--- src/design/uitfr_pkg.sv ---
package uitfr_pkg;

  typedef enum logic [1:0] {
    CMD_BYTE  = 2'd0,
    CMD_TICK  = 2'd1,
    CMD_CLEAR = 2'd2
  } cmd_t;

  localparam int unsigned CMD_W  = 2;
  localparam int unsigned DATA_W = 8;
  localparam int unsigned IDLE_W = 16;
  localparam int unsigned CNT_OUT_W = 7;

  localparam logic [IDLE_W-1:0] IDLE_LIMIT_RST = 16'd50;
  localparam logic [IDLE_W-1:0] IDLE_WRAP      = 16'd60000;
  localparam int unsigned       PREFIX_MIN     = 4;
  localparam int unsigned       TRAILER_MIN    = 2;

  localparam logic [DATA_W-1:0] CH_PLUS = 8'h2b;
  localparam logic [DATA_W-1:0] CH_W    = 8'h57;
  localparam logic [DATA_W-1:0] CH_A    = 8'h41;
  localparam logic [DATA_W-1:0] CH_O    = 8'h4f;
  localparam logic [DATA_W-1:0] CH_K    = 8'h4b;
  localparam logic [DATA_W-1:0] CH_GS   = 8'h1d;
  localparam logic [DATA_W-1:0] CH_CR   = 8'h0d;
  localparam logic [DATA_W-1:0] CH_LF   = 8'h0a;

endpackage

--- src/design/uitfr_in_if.sv ---
interface uitfr_in_if;
  logic                              valid;
  logic                              ready;
  logic [uitfr_pkg::CMD_W-1:0]       command;
  logic [uitfr_pkg::DATA_W-1:0]      data_byte;

  modport source (output valid, command, data_byte, input ready);
  modport sink   (input valid, command, data_byte, output ready);
endinterface

--- src/design/uitfr_out_if.sv ---
interface uitfr_out_if;
  logic                              valid;
  logic                              ready;
  logic                              frame_complete;
  logic [uitfr_pkg::CNT_OUT_W-1:0]   byte_count;
  logic                              reply_ok;
  logic                              command_end;
  logic                              line_end;

  modport source (output valid, frame_complete, byte_count, reply_ok, command_end, line_end,
                  input ready);
  modport sink   (input valid, frame_complete, byte_count, reply_ok, command_end, line_end,
                  output ready);
endinterface

--- src/design/uart_idle_timeout_frame_receiver.sv ---
// a result word is registered and valid in the cycle after its input word is accepted
// throughput: one word per cycle while the result side takes each result; state update and
//   classification are one pass from the state registers into the output register
// a new word is taken in the cycle the held result leaves; while it waits the input is held off
// reset (rst_n low, synchronous): buffer, count, idle counter and flags cleared,
//   idle_limit back to 50, no result valid
module uart_idle_timeout_frame_receiver #(
  parameter int unsigned BUFFER_DEPTH = 64
) (
  input  logic                            clk,
  input  logic                            rst_n,
  uitfr_in_if.sink                        in_ch,
  uitfr_out_if.source                     out_ch,
  input  logic                            cfg_wr_en,
  input  logic [uitfr_pkg::IDLE_W-1:0]    cfg_wr_data
);

  localparam int unsigned CNT_W = $clog2(BUFFER_DEPTH + 1);
  localparam int unsigned DW    = uitfr_pkg::DATA_W;
  localparam int unsigned IW    = uitfr_pkg::IDLE_W;
  localparam int unsigned OW    = uitfr_pkg::CNT_OUT_W;

  // only the first three slots and the last two written slots are ever looked at
  logic [DW-1:0]    head0_r, head1_r, head2_r, prev_r, last_r;
  logic [DW-1:0]    head0_nxt, head1_nxt, head2_nxt, prev_nxt, last_nxt;
  logic [CNT_W-1:0] count_r, count_nxt;
  logic [IW-1:0]    idle_r, idle_nxt, idle_mid;
  logic             pending_r, pending_nxt;
  logic             armed_r, armed_nxt;
  logic             mark_r, mark_nxt;
  logic [IW-1:0]    limit_r;

  logic             out_valid_r;
  logic             ok_r, cmd_end_r, line_end_r;
  logic             ok_nxt, cmd_end_nxt, line_end_nxt;
  logic [CNT_W+OW-1:0] count_ext;

  logic             in_fire;
  logic             full;
  logic             ok_hit, cmd_hit, nl_hit;

  assign in_ch.ready = !out_valid_r || out_ch.ready;
  assign in_fire     = in_ch.valid && in_ch.ready;
  assign full        = (count_r == CNT_W'(BUFFER_DEPTH));

  // classification of the held frame
  assign ok_hit = (count_r >= CNT_W'(uitfr_pkg::PREFIX_MIN)) &&
                  ((head0_r == uitfr_pkg::CH_PLUS && head1_r == uitfr_pkg::CH_W &&
                    head2_r == uitfr_pkg::CH_A) ||
                   (head0_r == uitfr_pkg::CH_O && head1_r == uitfr_pkg::CH_K));
  assign cmd_hit = (count_r >= CNT_W'(uitfr_pkg::TRAILER_MIN)) &&
                   prev_r == uitfr_pkg::CH_GS && last_r == uitfr_pkg::CH_CR;
  assign nl_hit  = (count_r >= CNT_W'(uitfr_pkg::TRAILER_MIN)) &&
                   prev_r == uitfr_pkg::CH_CR && last_r == uitfr_pkg::CH_LF;

  always_comb begin
    head0_nxt    = head0_r;
    head1_nxt    = head1_r;
    head2_nxt    = head2_r;
    prev_nxt     = prev_r;
    last_nxt     = last_r;
    count_nxt    = count_r;
    idle_nxt     = idle_r;
    idle_mid     = idle_r;
    pending_nxt  = pending_r;
    armed_nxt    = armed_r;
    mark_nxt     = mark_r;
    ok_nxt       = 1'b0;
    cmd_end_nxt  = 1'b0;
    line_end_nxt = 1'b0;
    unique case (in_ch.command)
      uitfr_pkg::CMD_BYTE: begin
        idle_nxt    = '0;
        pending_nxt = 1'b1;
        mark_nxt    = 1'b0;
        last_nxt    = in_ch.data_byte;
        if (!full) begin
          count_nxt = count_r + CNT_W'(1);
          prev_nxt  = last_r;
          if (count_r == CNT_W'(0)) head0_nxt = in_ch.data_byte;
          if (count_r == CNT_W'(1)) head1_nxt = in_ch.data_byte;
          if (count_r == CNT_W'(2)) head2_nxt = in_ch.data_byte;
        end
      end
      uitfr_pkg::CMD_TICK: begin
        if (pending_r) begin
          armed_nxt = 1'b1;
          if (idle_r > limit_r) begin
            idle_mid    = '0;
            pending_nxt = 1'b0;
            mark_nxt    = 1'b1;
          end
        end else if (armed_r) begin
          armed_nxt    = 1'b0;
          ok_nxt       = ok_hit;
          cmd_end_nxt  = cmd_hit;
          line_end_nxt = nl_hit;
        end
        // counter restarts once it passes the wrap point
        if (idle_mid > uitfr_pkg::IDLE_WRAP) idle_mid = '0;
        idle_nxt = idle_mid + IW'(1);
      end
      uitfr_pkg::CMD_CLEAR: begin
        head0_nxt = '0;
        head1_nxt = '0;
        head2_nxt = '0;
        prev_nxt  = '0;
        last_nxt  = '0;
        count_nxt = '0;
        mark_nxt  = 1'b0;
      end
      default: begin
      end
    endcase
  end

  always_ff @(posedge clk) begin
    if (!rst_n) begin
      head0_r     <= '0;
      head1_r     <= '0;
      head2_r     <= '0;
      prev_r      <= '0;
      last_r      <= '0;
      count_r     <= '0;
      idle_r      <= '0;
      pending_r   <= 1'b0;
      armed_r     <= 1'b0;
      mark_r      <= 1'b0;
      limit_r     <= uitfr_pkg::IDLE_LIMIT_RST;
      out_valid_r <= 1'b0;
      ok_r        <= 1'b0;
      cmd_end_r   <= 1'b0;
      line_end_r  <= 1'b0;
    end else begin
      if (cfg_wr_en) limit_r <= cfg_wr_data;
      if (in_fire) begin
        head0_r     <= head0_nxt;
        head1_r     <= head1_nxt;
        head2_r     <= head2_nxt;
        prev_r      <= prev_nxt;
        last_r      <= last_nxt;
        count_r     <= count_nxt;
        idle_r      <= idle_nxt;
        pending_r   <= pending_nxt;
        armed_r     <= armed_nxt;
        mark_r      <= mark_nxt;
        ok_r        <= ok_nxt;
        cmd_end_r   <= cmd_end_nxt;
        line_end_r  <= line_end_nxt;
        out_valid_r <= 1'b1;
      end else if (out_ch.ready) begin
        out_valid_r <= 1'b0;
      end
    end
  end

  // count and level flag are the state itself, so they sit in the output word directly
  assign count_ext             = {{OW{1'b0}}, count_r};
  assign out_ch.valid          = out_valid_r;
  assign out_ch.frame_complete = mark_r;
  assign out_ch.byte_count     = count_ext[OW-1:0];
  assign out_ch.reply_ok       = ok_r;
  assign out_ch.command_end    = cmd_end_r;
  assign out_ch.line_end       = line_end_r;

  a_count_bound: assert property (@(posedge clk) disable iff (!rst_n)
    count_r <= CNT_W'(BUFFER_DEPTH))
    else $error("byte count above buffer depth");

  a_idle_bound: assert property (@(posedge clk) disable iff (!rst_n)
    idle_r <= uitfr_pkg::IDLE_WRAP + IW'(1))
    else $error("idle counter past wrap point");

  a_mark_not_pending: assert property (@(posedge clk) disable iff (!rst_n)
    mark_r |-> !pending_r)
    else $error("frame complete while still pending");

  a_pulse_after_classify: assert property (@(posedge clk) disable iff (!rst_n)
    (out_valid_r && (ok_r || cmd_end_r || line_end_r)) |-> (!armed_r && !pending_r))
    else $error("classification pulse without a finished classification");

  a_fire_gives_result: assert property (@(posedge clk) disable iff (!rst_n)
    in_fire |=> out_valid_r)
    else $error("accepted word produced no result");

endmodule

--- src/flat_wrapper.sv ---
// flat-port wrapper written by rule: the top's interface ports become plain ports
module uart_idle_timeout_frame_receiver_flat 
#(
  parameter int unsigned BUFFER_DEPTH = 64
)
  (clk, rst_n, cfg_wr_en, cfg_wr_data, in_ch_valid, in_ch_command, in_ch_data_byte, in_ch_ready, out_ch_valid, out_ch_frame_complete, out_ch_byte_count, out_ch_reply_ok, out_ch_command_end, out_ch_line_end, out_ch_ready);
  uitfr_in_if in_ch_i ();
  uitfr_out_if out_ch_i ();
  input  logic clk;
  input  logic rst_n;
  input  logic cfg_wr_en;
  input  logic [uitfr_pkg::IDLE_W-1:0] cfg_wr_data;
  input wire logic [$bits(in_ch_i.valid)-1:0] in_ch_valid;
  input wire logic [$bits(in_ch_i.command)-1:0] in_ch_command;
  input wire logic [$bits(in_ch_i.data_byte)-1:0] in_ch_data_byte;
  output wire logic [$bits(in_ch_i.ready)-1:0] in_ch_ready;
  output wire logic [$bits(out_ch_i.valid)-1:0] out_ch_valid;
  output wire logic [$bits(out_ch_i.frame_complete)-1:0] out_ch_frame_complete;
  output wire logic [$bits(out_ch_i.byte_count)-1:0] out_ch_byte_count;
  output wire logic [$bits(out_ch_i.reply_ok)-1:0] out_ch_reply_ok;
  output wire logic [$bits(out_ch_i.command_end)-1:0] out_ch_command_end;
  output wire logic [$bits(out_ch_i.line_end)-1:0] out_ch_line_end;
  input wire logic [$bits(out_ch_i.ready)-1:0] out_ch_ready;
  assign in_ch_i.valid = in_ch_valid;
  assign in_ch_i.command = in_ch_command;
  assign in_ch_i.data_byte = in_ch_data_byte;
  assign in_ch_ready = in_ch_i.ready;
  assign out_ch_valid = out_ch_i.valid;
  assign out_ch_frame_complete = out_ch_i.frame_complete;
  assign out_ch_byte_count = out_ch_i.byte_count;
  assign out_ch_reply_ok = out_ch_i.reply_ok;
  assign out_ch_command_end = out_ch_i.command_end;
  assign out_ch_line_end = out_ch_i.line_end;
  assign out_ch_i.ready = out_ch_ready;
  uart_idle_timeout_frame_receiver #(.BUFFER_DEPTH(BUFFER_DEPTH)) u_core (.clk(clk), .rst_n(rst_n), .in_ch(in_ch_i), .out_ch(out_ch_i), .cfg_wr_en(cfg_wr_en), .cfg_wr_data(cfg_wr_data));
endmodule
--- config.mk ---
export PLATFORM = sky130hd
export DESIGN_NAME = uart_idle_timeout_frame_receiver_flat
export DESIGN_NICKNAME = d
export VERILOG_FILES = /design/src/design/uitfr_pkg.sv /design/src/design/uitfr_in_if.sv /design/src/design/uitfr_out_if.sv /design/src/design/uart_idle_timeout_frame_receiver.sv /design/src/flat_wrapper.sv
export SDC_FILE = /design/constraint.sdc
export NUM_CORES = 1
export LEC_CHECK = 0
export BUFFER_PORTS_ARGS = -buffer_cell sky130_fd_sc_hd__buf_4
export CORE_UTILIZATION = 55
export CTS_BUF_LIST = sky130_fd_sc_hd__clkbuf_4 sky130_fd_sc_hd__clkbuf_8
export CTS_CLUSTER_SIZE = 20
export DETAILED_ROUTE_END_ITERATION = 10
export HOLD_SLACK_MARGIN = 0.12
export PLACE_DENSITY = 0.78
export SYNTH_ARGS = -nofsm -noshare
export SYNTH_HDL_FRONTEND = slang
export SYNTH_SLANG_ARGS = --single-unit
--- constraint.sdc ---
create_clock -name clk -period 3.1 [get_ports clk]
set_clock_uncertainty 0.15 [all_clocks]
set_input_delay 0.465 -clock clk [delete_from_list [all_inputs] [get_ports clk]]
set_output_delay 0.465 -clock clk [all_outputs]
set_load 0.02 [all_outputs]
# Word-level counts from Yosys, hierarchy flattened
# Index checks and enable logic that the tools add are counted.
# word_totals
out_inout_bits	13
regBits	86
inputBits	31
wordCells	106
# op_classes
magnitude_cmp	4
eq_ne	20
n_mux	38
addsub	2
n_reduce_logical	27
# ops
cell	n
16-bit two-way mux	5
8-bit one-hot mux with 2 select lines	5
8-bit two-way mux	7
8-bit by 7-bit equality test with 1-bit output (second input constant)	4
16-bit one-hot mux with 2 select lines	1
8-bit by 4-bit equality test with 1-bit output (second input constant)	3
16-bit by 1-bit adder with 16-bit output (second input constant)	1
16-bit greater-than comparator	1
16-bit greater-than comparator (second input constant)	1
1-bit two-way mux	16
4-bit AND reduction	4
7-bit one-hot mux with 2 select lines	1
2-bit by 1-bit inequality test with 1-bit output (second input constant)	5
1-bit logical AND	9
8-bit by 5-bit equality test with 1-bit output (second input constant)	1
8-bit by 6-bit equality test with 1-bit output (second input constant)	1
2-bit nonzero test	4
7-bit by 1-bit adder with 7-bit output (second input constant)	1
7-bit by 1-bit equality test with 1-bit output (second input constant)	1
7-bit by 2-bit equality test with 1-bit output (second input constant)	1
7-bit equality test (second input constant)	1
7-bit by 2-bit greater-or-equal comparator with 1-bit output (second input constant)	1
7-bit by 3-bit greater-or-equal comparator with 1-bit output (second input constant)	1
7-bit zero test	1
11 further kinds	15

# Depth between registers and ports, before layout
# depth
word_depth	9
depth_mapped	16
ltp_nobuf	16

# Worst setup path before layout
# OpenSTA, ideal clock, no wires.
# synth_path
kind	register to register
start	register u_core.idle_r[11]
end	register u_core.idle_r[14]
arrival_time_ps	2865
setup_time_ps	115
synth_period_minus_slack_ps	3129
path_slack_ps	-29
stages_incl_launch_ff	15
required_ps	2835
path_cell_list	dfxtp_1 ha_1 a21oi_1 o21ai_1 a22oi_1 a31oi_4 and2_4 nor3_2 ha_1 and3_1 nand3_1 nor3_2 nand3_1 and3_1 o21a_1
# synth_between
elab_chain_cells	9
# synth_lines
item	line	rtl
start, declared	uart_idle_timeout_frame_receiver.sv:27	logic [IW-1:0] idle_r, idle_nxt, idle_mid;
start signal, assigned	uart_idle_timeout_frame_receiver.sv:143	idle_r <= idle_nxt;
16-bit greater-than comparator	uart_idle_timeout_frame_receiver.sv:88	if (idle_r > limit_r) begin
16-bit two-way mux	uart_idle_timeout_frame_receiver.sv:88	
16-bit two-way mux (*)	uart_idle_timeout_frame_receiver.sv:86	if (pending_r) begin
16-bit two-way mux (*)	uart_idle_timeout_frame_receiver.sv:71	unique case (in_ch.command)
16-bit greater-than comparator	uart_idle_timeout_frame_receiver.sv:100	if (idle_mid > uitfr_pkg::IDLE_WRAP) idle_mid = '0;
16-bit two-way mux (*)	uart_idle_timeout_frame_receiver.sv:100	
16-bit two-way mux (*)	uart_idle_timeout_frame_receiver.sv:71	
16-bit by 1-bit adder with 16-bit output (*)	uart_idle_timeout_frame_receiver.sv:101	idle_nxt = idle_mid + IW'(1);
16-bit one-hot mux with 2 select lines (*)	uart_idle_timeout_frame_receiver.sv:71	
# Mark *: on every way between the ends. The rest lies on a longest branch, timed or not. The select of a mux whose other input is x is not followed.
# A chain may end at the register's enable or synchronous reset.

# Final worst setup path
# layout_path
start	register u_core.idle_r[1]
end	register u_core.idle_r[12]
# The elaborated chain is that of the path after synthesis.

==> metrics.md <==
| Metric | Value |
|---|---|
| Outcome | `finished with violations` |
| Failing checks | `negative setup slack` |
| Leakage | `2.151 nW` |
| Post-synth ARST share | `0%` |
| Register area | `1739 um2` |
| Internal power | `1.574 mW` |
| Sw frac | `28.38%` |
| Antenna Violating Nets Remaining | `0` |
| Tcrit/Tclk final | `107.3%` |
| First-pass GRT wire length | `16980 um` |
| Yosys warnings | `0` |
| Num CTS Buffers | `9` |
| Peak Freq | `300.7 MHz` |
| Clock power share | `35.1%` |
| Syn Area/Cell | `8.689 um2` |
| Combinational power share | `12.0%` |
| Core Rows | `31` |
| Max cap viols | `0` |
| Top cell type's share of synthesized area | `40.52%` |
| Seq/Total Area, Yosys | `40.52%` |
| Synth Flop Type | `dfxtp_1` |
| Share of layout cells above drive strength 1 | `28.95%` |
| Area grow syn2layout | `25.53%` |
| Placement Cell Area | `4826 um2` |
| Crit. End Element | `flip-flop` |
| Nets | `610` |
| Routability Congestion | `0.8890` |
| RSZ-0062 raised after global routing | `true` |
| H-tree depth | `3` |
| Hpwl dp | `7096 um` |
| Largest net degree at the start of global routing | `36` |
| DR vias | `3901` |
| Flops & latches, synth | `86` |
| Post-synth EDFFs | `0` |
| Sink Count | `86` |
| Critical-path maximum fanout | `3` |
| # port buffers | `43` |
| # DRC | `0` |
| Vias in the first global route | `3584` |
| Clk Latency, worst-skew pair | `370 ps` |
| Crit path DAT | `3470 ps` |
| Synth Instances | `489` |
| NetSw | `623.6 uW` |
| Drt total wl | `11290 um` |
| Slew Viols, Final | `0` |
| Worst R2R Setup Slack | `-230 ps` |
| GRT Overall Usage | `26.21%` |
| Die width | `89.90 um` |
| Area contributors post-synth | `dfxtp_1 41%, mux2i_1 8.7%, ha_1 6.2%` |
| Mapped Nets | `541` |
| Pre-CTS WS | `-176.3 ps` |
| DRT iter0 DRCs | `380` |
| Setup CP Type | `flip-flop to flip-flop` |
| HP Class | `input pin to flip-flop` |
| Antenna violations before repair | `0` |
| IR Drop Worst-Case VDD | `0.0003764 V` |
| Multi-input gate area | `2605 um2` |
| Largest area contributor in the netlist | `dfxtp_1` |
| Final hold viol count | `0` |
| CTS tree | `yes` |
| Layout Cells excl Fill | `662` |
| Rel. slew slack | `59.51%` |
| Vias per Instance | `5.893` |
| Cts hold-fix bufs | `0` |
| Design Area, Final | `5334 um2` |
| Top post-synthesis cells by count | `86 x dfxtp_1, 60 x nor2_1, 56 x nand2_1` |
| DR pass1 iterations | `6` |
| Synth unique cells | `54` |
| Clk slew on worst S/H paths | `90 ps` |
| Placed cell count | `638` |
| Clock Root Buffer | `clkbuf_8` |
| Routed len/inst | `17.06 um` |
| Final setup margin | `-226.0 ps` |
| Die ar. | `8081 um2` |
| Flop pwr share | `52.8%` |
| Remaining Overflow, GRT | `0` |
| Most frequent cell after synthesis | `dfxtp_1` |
| Die height | `89.90 um` |
| Bufs on Longest Clock Path | `2` |
| N_diodes | `0` |
| Min Tclk post-route | `3326 ps` |
| Ports | `44` |
| Pwr dens | `412.0 nW/um2` |
| Final setup fails | `4` |
| Post-synthesis cell area | `4249 um2` |
| Initial Util | `57.66%` |
| Fill count | `549` |
| Worst-Margin Slew | `606.5 ps` |
| Core box area | `7370 um2` |
| Startpoint types | `flip-flop` |
| Critical Path RT | `3250 ps` |
-- final timing paths --
path	endpoint	from	cells past startpoint
worst min-delay path	u_core.limit_r[5]	cfg_wr_data[5]	3
worst min register to register	u_core.prev_r[0]	u_core.prev_r[0]	2
worst max-delay path	u_core.idle_r[12]	u_core.idle_r[1]	15
worst max register to register	u_core.idle_r[12]	u_core.idle_r[1]	15
-- layer usage --
| layer | GRT usage, % | share of wire [%] |
|---|---|---|
| met5 | 0 | 0 |
| met3 | 4.399 | 6.0 |
| met4 | 13.04 | 3.1 |
| met2 | 41.92 | 49 |
| met1 | 34.31 | 42 |
-- state kept, by name (all words and copies together), names as in the netlist, 7 cells and up --
signal / cells
u_core.prev_r: 8
u_core.limit_r: 16
u_core.head2_r: 8
u_core.last_r: 8
u_core.head0_r: 8
u_core.out_ch.byte_count: 7
u_core.idle_r: 16
u_core.head1_r: 8
-- metrics by stage --
stage	power [mW]	setup TNS, ps	hold slack, ps	utilization, %
floorplan	1.338	0	281.8	-
global placement	1.411	-43.64	293.7	65.48
detailed placement	1.419	-273.2	298.9	65.48
CTS	2.182	0	157.2	70.02
global route	2.275	-839.1	169.6	72.38
finish	2.198	-530.7	159.8	72.38
-- power by group through the flow --
stage	Combinational [mW]	Clock, mW	Sequential [mW]
after floorplan	0.159	0	1.18
after global placement	0.228	0	1.18
after detailed placement	0.235	0	1.18
after CTS	0.246	0.777	1.16
after global routing	0.285	0.825	1.17
final	0.264	0.772	1.16
-- cell usage in the layout (no fill, tap or decap), types with 6 or more instances in the layout --
cell type	synthesis	final
buf_4	2	77
dfxtp_1	86	74
nor2_1	60	59
nand2_1	56	55
mux2i_1	37	37
a21oi_1	35	28
inv_1	25	19
nand3_1	19	17
ha_4	0	13
nand4_1	11	11
and2_1	11	11
dfxtp_2	0	11
clkbuf_8	0	10
nor3_1	10	9
a22oi_1	10	9
inv_2	1	7
a21oi_2	0	7
o21ai_0	8	7
ha_1	21	7
a31oi_1	6	6
-- worst max-delay path, cell delays in order, from the launching register on --
cell,delay (ps)
dfxtp_2,390
ha_4,220
nor2b_1,140
o211ai_1,260
a2111o_1,240
a31oi_4,110
and2_4,190
nor3_4,190
ha_2,200
and3_4,200
nand3_4,80
nor3_4,250
nand4_1,190
nor3_2,150
nand2_1,80
a31oi_1,200
-- cell families after synthesis --
| logic type | synth area share [%] |
|---|---|
| buffers and inverters | 4.446 |
| AO/OA/AOI/OAI | 12.75 |
| AND/OR/NAND/NOR | 26.15 |
| XOR/XNOR | 1.237 |
| flip-flops | 40.52 |
| multiplexers | 8.716 |
| adder cells (fa/ha/maj) | 6.184 |
-- cell type report --
class	instances	share of cell area, %
tap	99	2.322
inverter	26	1.830
sequential	86	32.61
clock inverter	6	0.9852
timing repair buffer	77	10.84
clock buffer	10	2.580
multi-input combinational	358	48.84
-- what timing repair did --
action                     4_1_cts  5_1_grt
pin swaps                       13       19
setup endpoints to repair        2        6
gates cloned                     0        0
buffers inserted                 3        5
gates resized for setup         20       28
No activity file was read; power rests on OpenSTA's default activity.
